### src/sv/mte_pkg.sv
`default_nettype none
package mte_pkg;

  localparam int unsigned MaxSyms       = 6;
  localparam int unsigned CountWidth    = $clog2(MaxSyms + 1);
  localparam int unsigned DefQueueDepth = 2;

  localparam logic [1:0] SYM_DOT  = 2'd0;
  localparam logic [1:0] SYM_DASH = 2'd1;
  localparam logic [1:0] SYM_GAP  = 2'd2;

  localparam logic [7:0] LEAD_BYTE   = 8'hC3;
  localparam logic [7:0] CASE_OFFSET = 8'd32;
  localparam logic [7:0] CHAR_SPACE  = 8'h20;
  localparam logic [7:0] CHAR_UC_A   = 8'h41;
  localparam logic [7:0] CHAR_UC_Z   = 8'h5A;
  localparam logic [7:0] CHAR_LC_A   = 8'h61;
  localparam logic [7:0] CHAR_LC_Z   = 8'h7A;

  // Second bytes of the Swedish letters, upper and lower case
  localparam logic [7:0] ARING_UC = 8'h85;
  localparam logic [7:0] ARING_LC = 8'hA5;
  localparam logic [7:0] ADIA_UC  = 8'h84;
  localparam logic [7:0] ADIA_LC  = 8'hA4;
  localparam logic [7:0] ODIA_UC  = 8'h96;
  localparam logic [7:0] ODIA_LC  = 8'hB6;

  // Code numbers past Z
  localparam logic [4:0] IDX_ARING = 5'd26;
  localparam logic [4:0] IDX_ADIA  = 5'd27;
  localparam logic [4:0] IDX_ODIA  = 5'd28;

  // One request for the back end: symbols in emit order, slot 0 first
  typedef struct packed {
    logic [CountWidth-1:0]       count;
    logic [MaxSyms-1:0][1:0]     syms;
  } job_t;

  // len elements, dash bits left aligned (bit 4 is the first element), then a gap
  function automatic job_t build_job(input logic [2:0] len, input logic [4:0] dash);
    job_t j;
    j.count = CountWidth'(len) + CountWidth'(1);
    for (int i = 0; i < MaxSyms; i++) begin
      if (i < 5 && 3'(i) < len) begin
        j.syms[i] = dash[4 - i] ? SYM_DASH : SYM_DOT;
      end else if (3'(i) == len) begin
        j.syms[i] = SYM_GAP;
      end else begin
        j.syms[i] = SYM_GAP;
      end
    end
    return j;
  endfunction

  function automatic job_t space_job();
    job_t j;
    j.count = CountWidth'(2);
    for (int i = 0; i < MaxSyms; i++) begin
      j.syms[i] = SYM_GAP;
    end
    return j;
  endfunction

  function automatic job_t letter_job(input logic [4:0] idx);
    job_t j;
    case (idx)
      5'd0:    j = build_job(3'd2, 5'b01000);  // A .-
      5'd1:    j = build_job(3'd4, 5'b10000);  // B -...
      5'd2:    j = build_job(3'd4, 5'b10100);  // C -.-.
      5'd3:    j = build_job(3'd3, 5'b10000);  // D -..
      5'd4:    j = build_job(3'd1, 5'b00000);  // E .
      5'd5:    j = build_job(3'd4, 5'b00100);  // F ..-.
      5'd6:    j = build_job(3'd3, 5'b11000);  // G --.
      5'd7:    j = build_job(3'd4, 5'b00000);  // H ....
      5'd8:    j = build_job(3'd2, 5'b00000);  // I ..
      5'd9:    j = build_job(3'd4, 5'b01110);  // J .---
      5'd10:   j = build_job(3'd3, 5'b10100);  // K -.-
      5'd11:   j = build_job(3'd4, 5'b01000);  // L .-..
      5'd12:   j = build_job(3'd2, 5'b11000);  // M --
      5'd13:   j = build_job(3'd2, 5'b10000);  // N -.
      5'd14:   j = build_job(3'd3, 5'b11100);  // O ---
      5'd15:   j = build_job(3'd4, 5'b01100);  // P .--.
      5'd16:   j = build_job(3'd4, 5'b11010);  // Q --.-
      5'd17:   j = build_job(3'd3, 5'b01000);  // R .-.
      5'd18:   j = build_job(3'd3, 5'b00000);  // S ...
      5'd19:   j = build_job(3'd1, 5'b10000);  // T -
      5'd20:   j = build_job(3'd3, 5'b00100);  // U ..-
      5'd21:   j = build_job(3'd4, 5'b00010);  // V ...-
      5'd22:   j = build_job(3'd3, 5'b01100);  // W .--
      5'd23:   j = build_job(3'd4, 5'b10010);  // X -..-
      5'd24:   j = build_job(3'd4, 5'b10110);  // Y -.--
      5'd25:   j = build_job(3'd4, 5'b11000);  // Z --..
      5'd26:   j = build_job(3'd5, 5'b01101);  // A-ring .--.-
      5'd27:   j = build_job(3'd4, 5'b01010);  // A-diaeresis .-.-
      5'd28:   j = build_job(3'd4, 5'b11100);  // O-diaeresis ---.
      default: j = build_job(3'd0, 5'b00000);
    endcase
    return j;
  endfunction

endpackage
`default_nettype wire

### src/sv/mte_front.sv
`default_nettype none
module mte_front (
  input  wire logic          clk,
  input  wire logic          rst_n,
  input  wire logic          in_valid,
  input  wire logic [7:0]    in_text_byte,
  input  wire logic          q_full,
  output logic               in_stall,
  output logic               push,
  output mte_pkg::job_t      push_job
);

  logic       lead_pending_r, lead_pending_nxt;
  logic       accept;
  logic [7:0] folded;
  logic [4:0] letter_off;
  logic       is_aring, is_adia, is_odia;

  assign in_stall = q_full;
  assign accept   = in_valid && !q_full;

  always_comb begin
    is_aring = lead_pending_r &&
               (in_text_byte == mte_pkg::ARING_UC || in_text_byte == mte_pkg::ARING_LC);
    is_adia  = lead_pending_r &&
               (in_text_byte == mte_pkg::ADIA_UC || in_text_byte == mte_pkg::ADIA_LC);
    is_odia  = lead_pending_r &&
               (in_text_byte == mte_pkg::ODIA_UC || in_text_byte == mte_pkg::ODIA_LC);

    if (in_text_byte >= mte_pkg::CHAR_LC_A && in_text_byte <= mte_pkg::CHAR_LC_Z) begin
      folded = in_text_byte - mte_pkg::CASE_OFFSET;
    end else begin
      folded = in_text_byte;
    end
    // A..Z share their upper bits, so the low five bits give the code number
    letter_off = folded[4:0] - mte_pkg::CHAR_UC_A[4:0];

    push     = 1'b0;
    push_job = mte_pkg::space_job();
    if (is_aring) begin
      push     = accept;
      push_job = mte_pkg::letter_job(mte_pkg::IDX_ARING);
    end else if (is_adia) begin
      push     = accept;
      push_job = mte_pkg::letter_job(mte_pkg::IDX_ADIA);
    end else if (is_odia) begin
      push     = accept;
      push_job = mte_pkg::letter_job(mte_pkg::IDX_ODIA);
    end else if (folded >= mte_pkg::CHAR_UC_A && folded <= mte_pkg::CHAR_UC_Z) begin
      push     = accept;
      push_job = mte_pkg::letter_job(letter_off);
    end else if (in_text_byte == mte_pkg::CHAR_SPACE) begin
      push     = accept;
      push_job = mte_pkg::space_job();
    end

    // Any accepted byte drops a held lead; only a fresh lead byte sets it
    lead_pending_nxt = accept ? (in_text_byte == mte_pkg::LEAD_BYTE) : lead_pending_r;
  end

  always_ff @(posedge clk) begin
    if (!rst_n) begin
      lead_pending_r <= 1'b0;
    end else begin
      lead_pending_r <= lead_pending_nxt;
    end
  end

endmodule
`default_nettype wire

### src/sv/mte_queue.sv
`default_nettype none
module mte_queue #(
  parameter int unsigned Depth = mte_pkg::DefQueueDepth
) (
  input  wire logic          clk,
  input  wire logic          rst_n,
  input  wire logic          push,
  input  mte_pkg::job_t      push_job,
  input  wire logic          pop,
  output logic               full,
  output logic               not_empty,
  output mte_pkg::job_t      head_job
);

  localparam int unsigned PtrWidth = (Depth > 1) ? $clog2(Depth) : 1;
  localparam int unsigned CntWidth = $clog2(Depth + 1);
  localparam logic [PtrWidth-1:0] LastPtr = PtrWidth'(Depth - 1);

  mte_pkg::job_t         entries_r [Depth];
  logic [PtrWidth-1:0]   wr_ptr_r, wr_ptr_nxt;
  logic [PtrWidth-1:0]   rd_ptr_r, rd_ptr_nxt;
  logic [CntWidth-1:0]   fill_r, fill_nxt;

  assign full      = (fill_r == CntWidth'(Depth));
  assign not_empty = (fill_r != '0);
  assign head_job  = entries_r[rd_ptr_r];

  always_comb begin
    wr_ptr_nxt = wr_ptr_r;
    rd_ptr_nxt = rd_ptr_r;
    fill_nxt   = fill_r;
    if (push) begin
      wr_ptr_nxt = (wr_ptr_r == LastPtr) ? '0 : wr_ptr_r + PtrWidth'(1);
    end
    if (pop) begin
      rd_ptr_nxt = (rd_ptr_r == LastPtr) ? '0 : rd_ptr_r + PtrWidth'(1);
    end
    if (push && !pop) begin
      fill_nxt = fill_r + CntWidth'(1);
    end else if (pop && !push) begin
      fill_nxt = fill_r - CntWidth'(1);
    end
  end

  always_ff @(posedge clk) begin
    if (!rst_n) begin
      wr_ptr_r <= '0;
      rd_ptr_r <= '0;
      fill_r   <= '0;
    end else begin
      wr_ptr_r <= wr_ptr_nxt;
      rd_ptr_r <= rd_ptr_nxt;
      fill_r   <= fill_nxt;
    end
  end

  always_ff @(posedge clk) begin
    if (push) begin
      entries_r[wr_ptr_r] <= push_job;
    end
  end

endmodule
`default_nettype wire

### src/sv/mte_back.sv
`default_nettype none
module mte_back (
  input  wire logic          clk,
  input  wire logic          rst_n,
  input  wire logic          q_not_empty,
  input  mte_pkg::job_t      q_head,
  output logic               pop,
  output logic               out_valid,
  input  wire logic          out_stall,
  output logic [1:0]         out_symbol,
  output logic               out_last
);

  localparam int unsigned CW = mte_pkg::CountWidth;

  logic [CW-1:0]                   remain_r, remain_nxt;
  logic [mte_pkg::MaxSyms-1:0][1:0] syms_r, syms_nxt;
  logic                            out_valid_r, out_valid_nxt;
  logic [1:0]                      out_symbol_r, out_symbol_nxt;
  logic                            out_last_r, out_last_nxt;
  logic                            busy, emit, finishing, load;

  assign busy       = (remain_r != '0);
  assign out_valid  = out_valid_r;
  assign out_symbol = out_symbol_r;
  assign out_last   = out_last_r;

  always_comb begin
    // Advance one symbol whenever the output register is free or drains
    emit      = busy && (!out_valid_r || !out_stall);
    finishing = emit && (remain_r == CW'(1));
    load      = !busy || finishing;
    pop       = load && q_not_empty;

    out_valid_nxt  = out_valid_r && out_stall;
    out_symbol_nxt = out_symbol_r;
    out_last_nxt   = out_last_r;
    remain_nxt     = remain_r;
    syms_nxt       = syms_r;

    if (emit) begin
      out_valid_nxt  = 1'b1;
      out_symbol_nxt = syms_r[0];
      out_last_nxt   = finishing;
      remain_nxt     = remain_r - CW'(1);
      syms_nxt       = {mte_pkg::SYM_GAP, syms_r[mte_pkg::MaxSyms-1:1]};
    end
    if (pop) begin
      remain_nxt = q_head.count;
      syms_nxt   = q_head.syms;
    end
  end

  always_ff @(posedge clk) begin
    if (!rst_n) begin
      remain_r    <= '0;
      out_valid_r <= 1'b0;
    end else begin
      remain_r    <= remain_nxt;
      out_valid_r <= out_valid_nxt;
    end
  end

  always_ff @(posedge clk) begin
    syms_r       <= syms_nxt;
    out_symbol_r <= out_symbol_nxt;
    out_last_r   <= out_last_nxt;
  end

endmodule
`default_nettype wire

### src/sv/utf8_text_to_morse_encoder.sv
// Channel   Direction  Handshake            Payload
// in_       input      in_valid/in_stall    in_text_byte[7:0] (one UTF-8 byte)
// out_      output     out_valid/out_stall  out_symbol[1:0] (0 dot, 1 dash, 2 gap), out_last
//
// A byte is classified in its accept cycle and its request is written into the queue;
// with the emitter idle, it moves from the queue into the emitter, whose first symbol
// sets out_valid in the output register. The emitter sends one symbol per cycle while
// out_stall is low; a request holds 2 to 6 symbols, a byte with no symbols writes no
// request, and requests waiting in the queue run back to back with no bubble between them.
// Reset (rst_n low, synchronous) clears the held lead byte, the queue and the output.
// out_stall holds the output register; the emitter and then the queue fill up behind it,
// and in_stall rises once the queue is full.
`default_nettype none
module utf8_text_to_morse_encoder #(
  parameter int unsigned QueueDepth = mte_pkg::DefQueueDepth  // 2 to 32
) (
  input  wire logic        clk,
  input  wire logic        rst_n,
  input  wire logic        in_valid,
  output logic             in_stall,
  input  wire logic [7:0]  in_text_byte,
  output logic             out_valid,
  input  wire logic        out_stall,
  output logic [1:0]       out_symbol,
  output logic             out_last
);

  // Request path: classifier -> queue -> emitter
  logic          q_full;
  logic          q_not_empty;
  logic          push;
  logic          pop;
  mte_pkg::job_t push_job;
  mte_pkg::job_t head_job;

  // Front end: fold case, track the lead byte, turn each letter or space into a request
  mte_front u_front (
    .clk          (clk),
    .rst_n        (rst_n),
    .in_valid     (in_valid),
    .in_text_byte (in_text_byte),
    .q_full       (q_full),
    .in_stall     (in_stall),
    .push         (push),
    .push_job     (push_job)
  );

  // Short queue decouples byte intake from symbol output
  mte_queue #(
    .Depth (QueueDepth)
  ) u_queue (
    .clk       (clk),
    .rst_n     (rst_n),
    .push      (push),
    .push_job  (push_job),
    .pop       (pop),
    .full      (q_full),
    .not_empty (q_not_empty),
    .head_job  (head_job)
  );

  // Back end: shift out one symbol per cycle into the output register unless out_stall holds it
  mte_back u_back (
    .clk         (clk),
    .rst_n       (rst_n),
    .q_not_empty (q_not_empty),
    .q_head      (head_job),
    .pop         (pop),
    .out_valid   (out_valid),
    .out_stall   (out_stall),
    .out_symbol  (out_symbol),
    .out_last    (out_last)
  );

endmodule
`default_nettype wire

### config.mk
export PLATFORM = sky130hd
export DESIGN_NAME = utf8_text_to_morse_encoder
export DESIGN_NICKNAME = d
export VERILOG_FILES = /design/src/sv/mte_pkg.sv /design/src/sv/mte_front.sv /design/src/sv/mte_queue.sv /design/src/sv/mte_back.sv /design/src/sv/utf8_text_to_morse_encoder.sv
export SDC_FILE = /design/constraint.sdc
export NUM_CORES = 1
export LEC_CHECK = 0
export ABC_CLOCK_PERIOD_IN_PS = 3400
export BUFFER_PORTS_ARGS = -buffer_cell sky130_fd_sc_hd__clkbuf_2
export CORE_MARGIN = 2
export CORE_UTILIZATION = 25
export DETAILED_ROUTE_END_ITERATION = 10
export GPL_TIMING_DRIVEN = 0
export PLACE_DENSITY = 0.41
export SKIP_CTS_REPAIR_TIMING = 1
export SLEW_MARGIN = 20
export SYNTH_ARGS = -nofsm -noshare
export SYNTH_HDL_FRONTEND = slang
export SYNTH_SLANG_ARGS = --single-unit
### constraint.sdc
create_clock -name clk -period 3.4 [get_ports clk]
set_input_delay 0.68 -clock clk [delete_from_list [all_inputs] [get_ports clk]]
set_output_delay 0.68 -clock clk [all_outputs]
set_load 0.02 [all_outputs]
==> flow_summary.ini <==
[run_status]
status = finished, final reports clean

[clocking]
cts.sinks = 49
clk_pin_slew_ns = 0.06
cts_tree = yes
insertion_delay_ns = 0.28
cts-root-buf = clkbuf_16
clk_path_buf_depth = 2
cts_made_buffers = 5
htreeDepth = 2

[timing]
post-route-min-period_ns = 3.17
finalHoldViolCount = 0
final_max_slew_viol_count = 0
fin_skew_ns = 0.00359
post-route-period-util = 0.933
max_freq_mhz = 315
worst_pin_slew_ns = 0.767
max-slew-margin-rel = 0.488
setup_viol = 0
holdWs_ns = 0.420
rsz0062_at_grt = false

[placed_design]
dp_cells = 453
dp_hpwl_um = 5060
gp_congestion = 0.812
io_buffers = 16

[yosys]
netlist_instances = 290
yosysTopAreaCell = edfxtp_1
syn_area_um2 = 3020
syn_area_per_cell_um2 = 10.4
synth-seq-cells = 49
yosys_warnings = 0
synth_area_leaders = edfxtp_1 39%, dfxtp_1 6.6%, ha_1 6.6%, mux2i_1 6.0%, a21oi_1 3.1%
synth-async-reset-ratio = 0
synth-seq-area-share = 0.454
synth-edff-count = 39
syn-num-nets = 318
ys_types = 59
yosysTopAreaCellShare = 0.388
synth_top_flop_cell = edfxtp_1

[power]
vdd_ir_drop_max_v = 0.000184
p_leak_nw = 1.24
p_sw_uw = 690
p_per_area_nw_per_um2 = 599
clkPwrFrac = 0.233
power_frac_seq = 0.425
swShare = 0.336
combPwrFrac = 0.343
intPower_mw = 1.36

[route]
viasPerCell = 4.76
wl_um = 6830
ant_nets = 0
vias = 2195
drt_pre_antenna_iters = 4
drc_errors = 0
drt_iter0_markers = 128
wl_per_cell_um = 14.8

[flow_run]
cap_violations = 0

[worst_setup_path]
arrival_ns = 3.25
reg2reg_depth = 5
path_class = input port to flip-flop
worstSetupStartpoint = in_text_byte[1]
rr_startpoint = u_back.remain_r[0]
worstReg2RegEnd = u_back.syms_r[8]
end_kind = flip-flop
cp_data_required_time_ns = 3.48
worstSetupEndpoint = u_queue.entries_r[1][0]
r2r_setup_slack_ns = 1.19
crit_fanout = 10
start_kind = input port

[floorplanning]
die_area_um2 = 13000
start_util = 0.253
io_pins = 17
die-width_um = 114
core_um2 = 11900
fp.dieH_um = 114
rows = 40

[global_route]
overflow = 0
grt_antenna_before_repair = 0
grt_util_all_layers = 0.111
grt_pass1_wl_um = 11300
grt_pass1_vias = 2091
grt_max_degree = 16

[finish]
fin_nets = 341
diodes = 0
syn2layout_area_growth_pct = 13.6
final_cells = 461
drive_above_1_share = 0.131

[hold_path]
hp-class = flip-flop to flip-flop
## per-layer routing
layer / wire, um / global-route usage
met4: 69 / 0.0285
met2: 3130 / 0.177
met5: 0 / 0
met3: 228 / 0.0175
met1: 3400 / 0.157
## through the flow
step                      setup WS (ns)  TNS (ns)   util  total power, mW  area (um^2)
after floorplan                   0.447         0      -             1.41         3020
after global placement           -0.410     -5.66  0.276             1.60         3280
after detailed placement        -0.0825    -0.434  0.276             1.60         3290
after CTS                         0.239         0  0.288             2.09         3430
after global routing             0.0284         0  0.288             2.21         3430
final                             0.226         0  0.288             2.05         3430
## cell families (layout without fill, tap and decap cells)
logic type / count (synthesis) / count (layout) / synth area share
multiplexers: 19 / 19 / 0.0634
flip-flops: 49 / 49 / 0.454
XOR/XNOR: 11 / 11 / 0.0381
adder cells (fa/ha/maj): 16 / 16 / 0.0663
AO/OA/AOI/OAI: 73 / 73 / 0.181
AND/OR/NAND/NOR: 94 / 94 / 0.157
buffers and inverters: 28 / 52 / 0.0406
## power groups by stage
stage	registers, mW	clock network (mW)	logic (mW)
global route	0.892	0.518	0.801
CTS	0.877	0.494	0.716
global placement	0.887	0	0.709
floorplan	0.906	0	0.508
finish	0.873	0.478	0.704
detailed placement	0.890	0	0.711
## placed cells by master (no fill, tap or decap), drive strengths merged, types with 4 or more instances in the layout
cell,synthesis,layout
nand3,7,7
inv,12,12
nor2b,11,11
and2,8,8
o21ai,9,9
xnor2,7,7
xor2,4,4
mux2i,18,18
buf,7,7
nand2b,4,4
a211oi,4,4
a31oi,4,4
edfxtp,39,39
dfxtp,10,10
and3,4,4
a21oi,20,20
nor2,23,23
nand2,24,24
ha,16,16
nor3,6,6
o211ai,6,6
clkbuf,9,30
## critical path: stages
cell,delay (ns)
clkbuf_2,0.13
buf_2,0.24
inv_1,0.16
ha_1,0.31
ha_1,0.37
clkbuf_1,0.39
inv_1,0.26
a311oi_1,0.29
a311oi_1,0.10
a211oi_2,0.32
## worst min path at each step
stage / from / depth (start not counted) / to
after floorplan: u_back.syms_r[0] / 0 / u_back.out_symbol[0]
after global placement: u_back.syms_r[1] / 0 / u_back.out_symbol[1]
after detailed placement: u_back.syms_r[1] / 0 / u_back.out_symbol[1]
after CTS: u_back.syms_r[1] / 0 / u_back.out_symbol[1]
after global routing: u_back.syms_r[1] / 0 / u_back.out_symbol[1]
final: u_back.syms_r[1] / 0 / u_back.out_symbol[1]
## state kept, by name, indices dropped and copies added, names as in the netlist, named ones only
register,flops
u_queue.entries_r,26
u_back.syms_r,10
u_back.remain_r,3
u_back.out_symbol,2
u_queue.fill_r,2
u_back.out_last,1
u_back.out_valid,1
u_front.lead_pending_r,1
u_queue.rd_ptr_r,1
u_queue.wr_ptr_r,1
## cells in the mapped netlist (5+ instances only)
cell	instances
edfxtp_1	39
nand2_1	24
nor2_1	23
a21oi_1	19
mux2i_1	18
ha_1	16
inv_1	12
nor2b_1	11
dfxtp_1	10
clkbuf_1	9
o21ai_0	8
and2_1	7
nand3_1	7
xnor2_1	6
buf_2	5
nor3_1	5
o211ai_1	5
## area by class of cell
| cell class | instances | area, um^2 |
|---|---|---|
| Fill cell | 1274 | 8480 |
| Multi-Input combinational cell | 213 | 1530 |
| Buffer | 16 | 77.6 |
| Inverter | 12 | 45.0 |
| Sequential cell | 49 | 1370 |
| Clock inverter | 3 | 17.5 |
| Tap cell | 147 | 184 |
| Timing Repair Buffer | 16 | 80.1 |
| Clock buffer | 5 | 125 |
No activity file was read; power rests on OpenSTA's default activity.
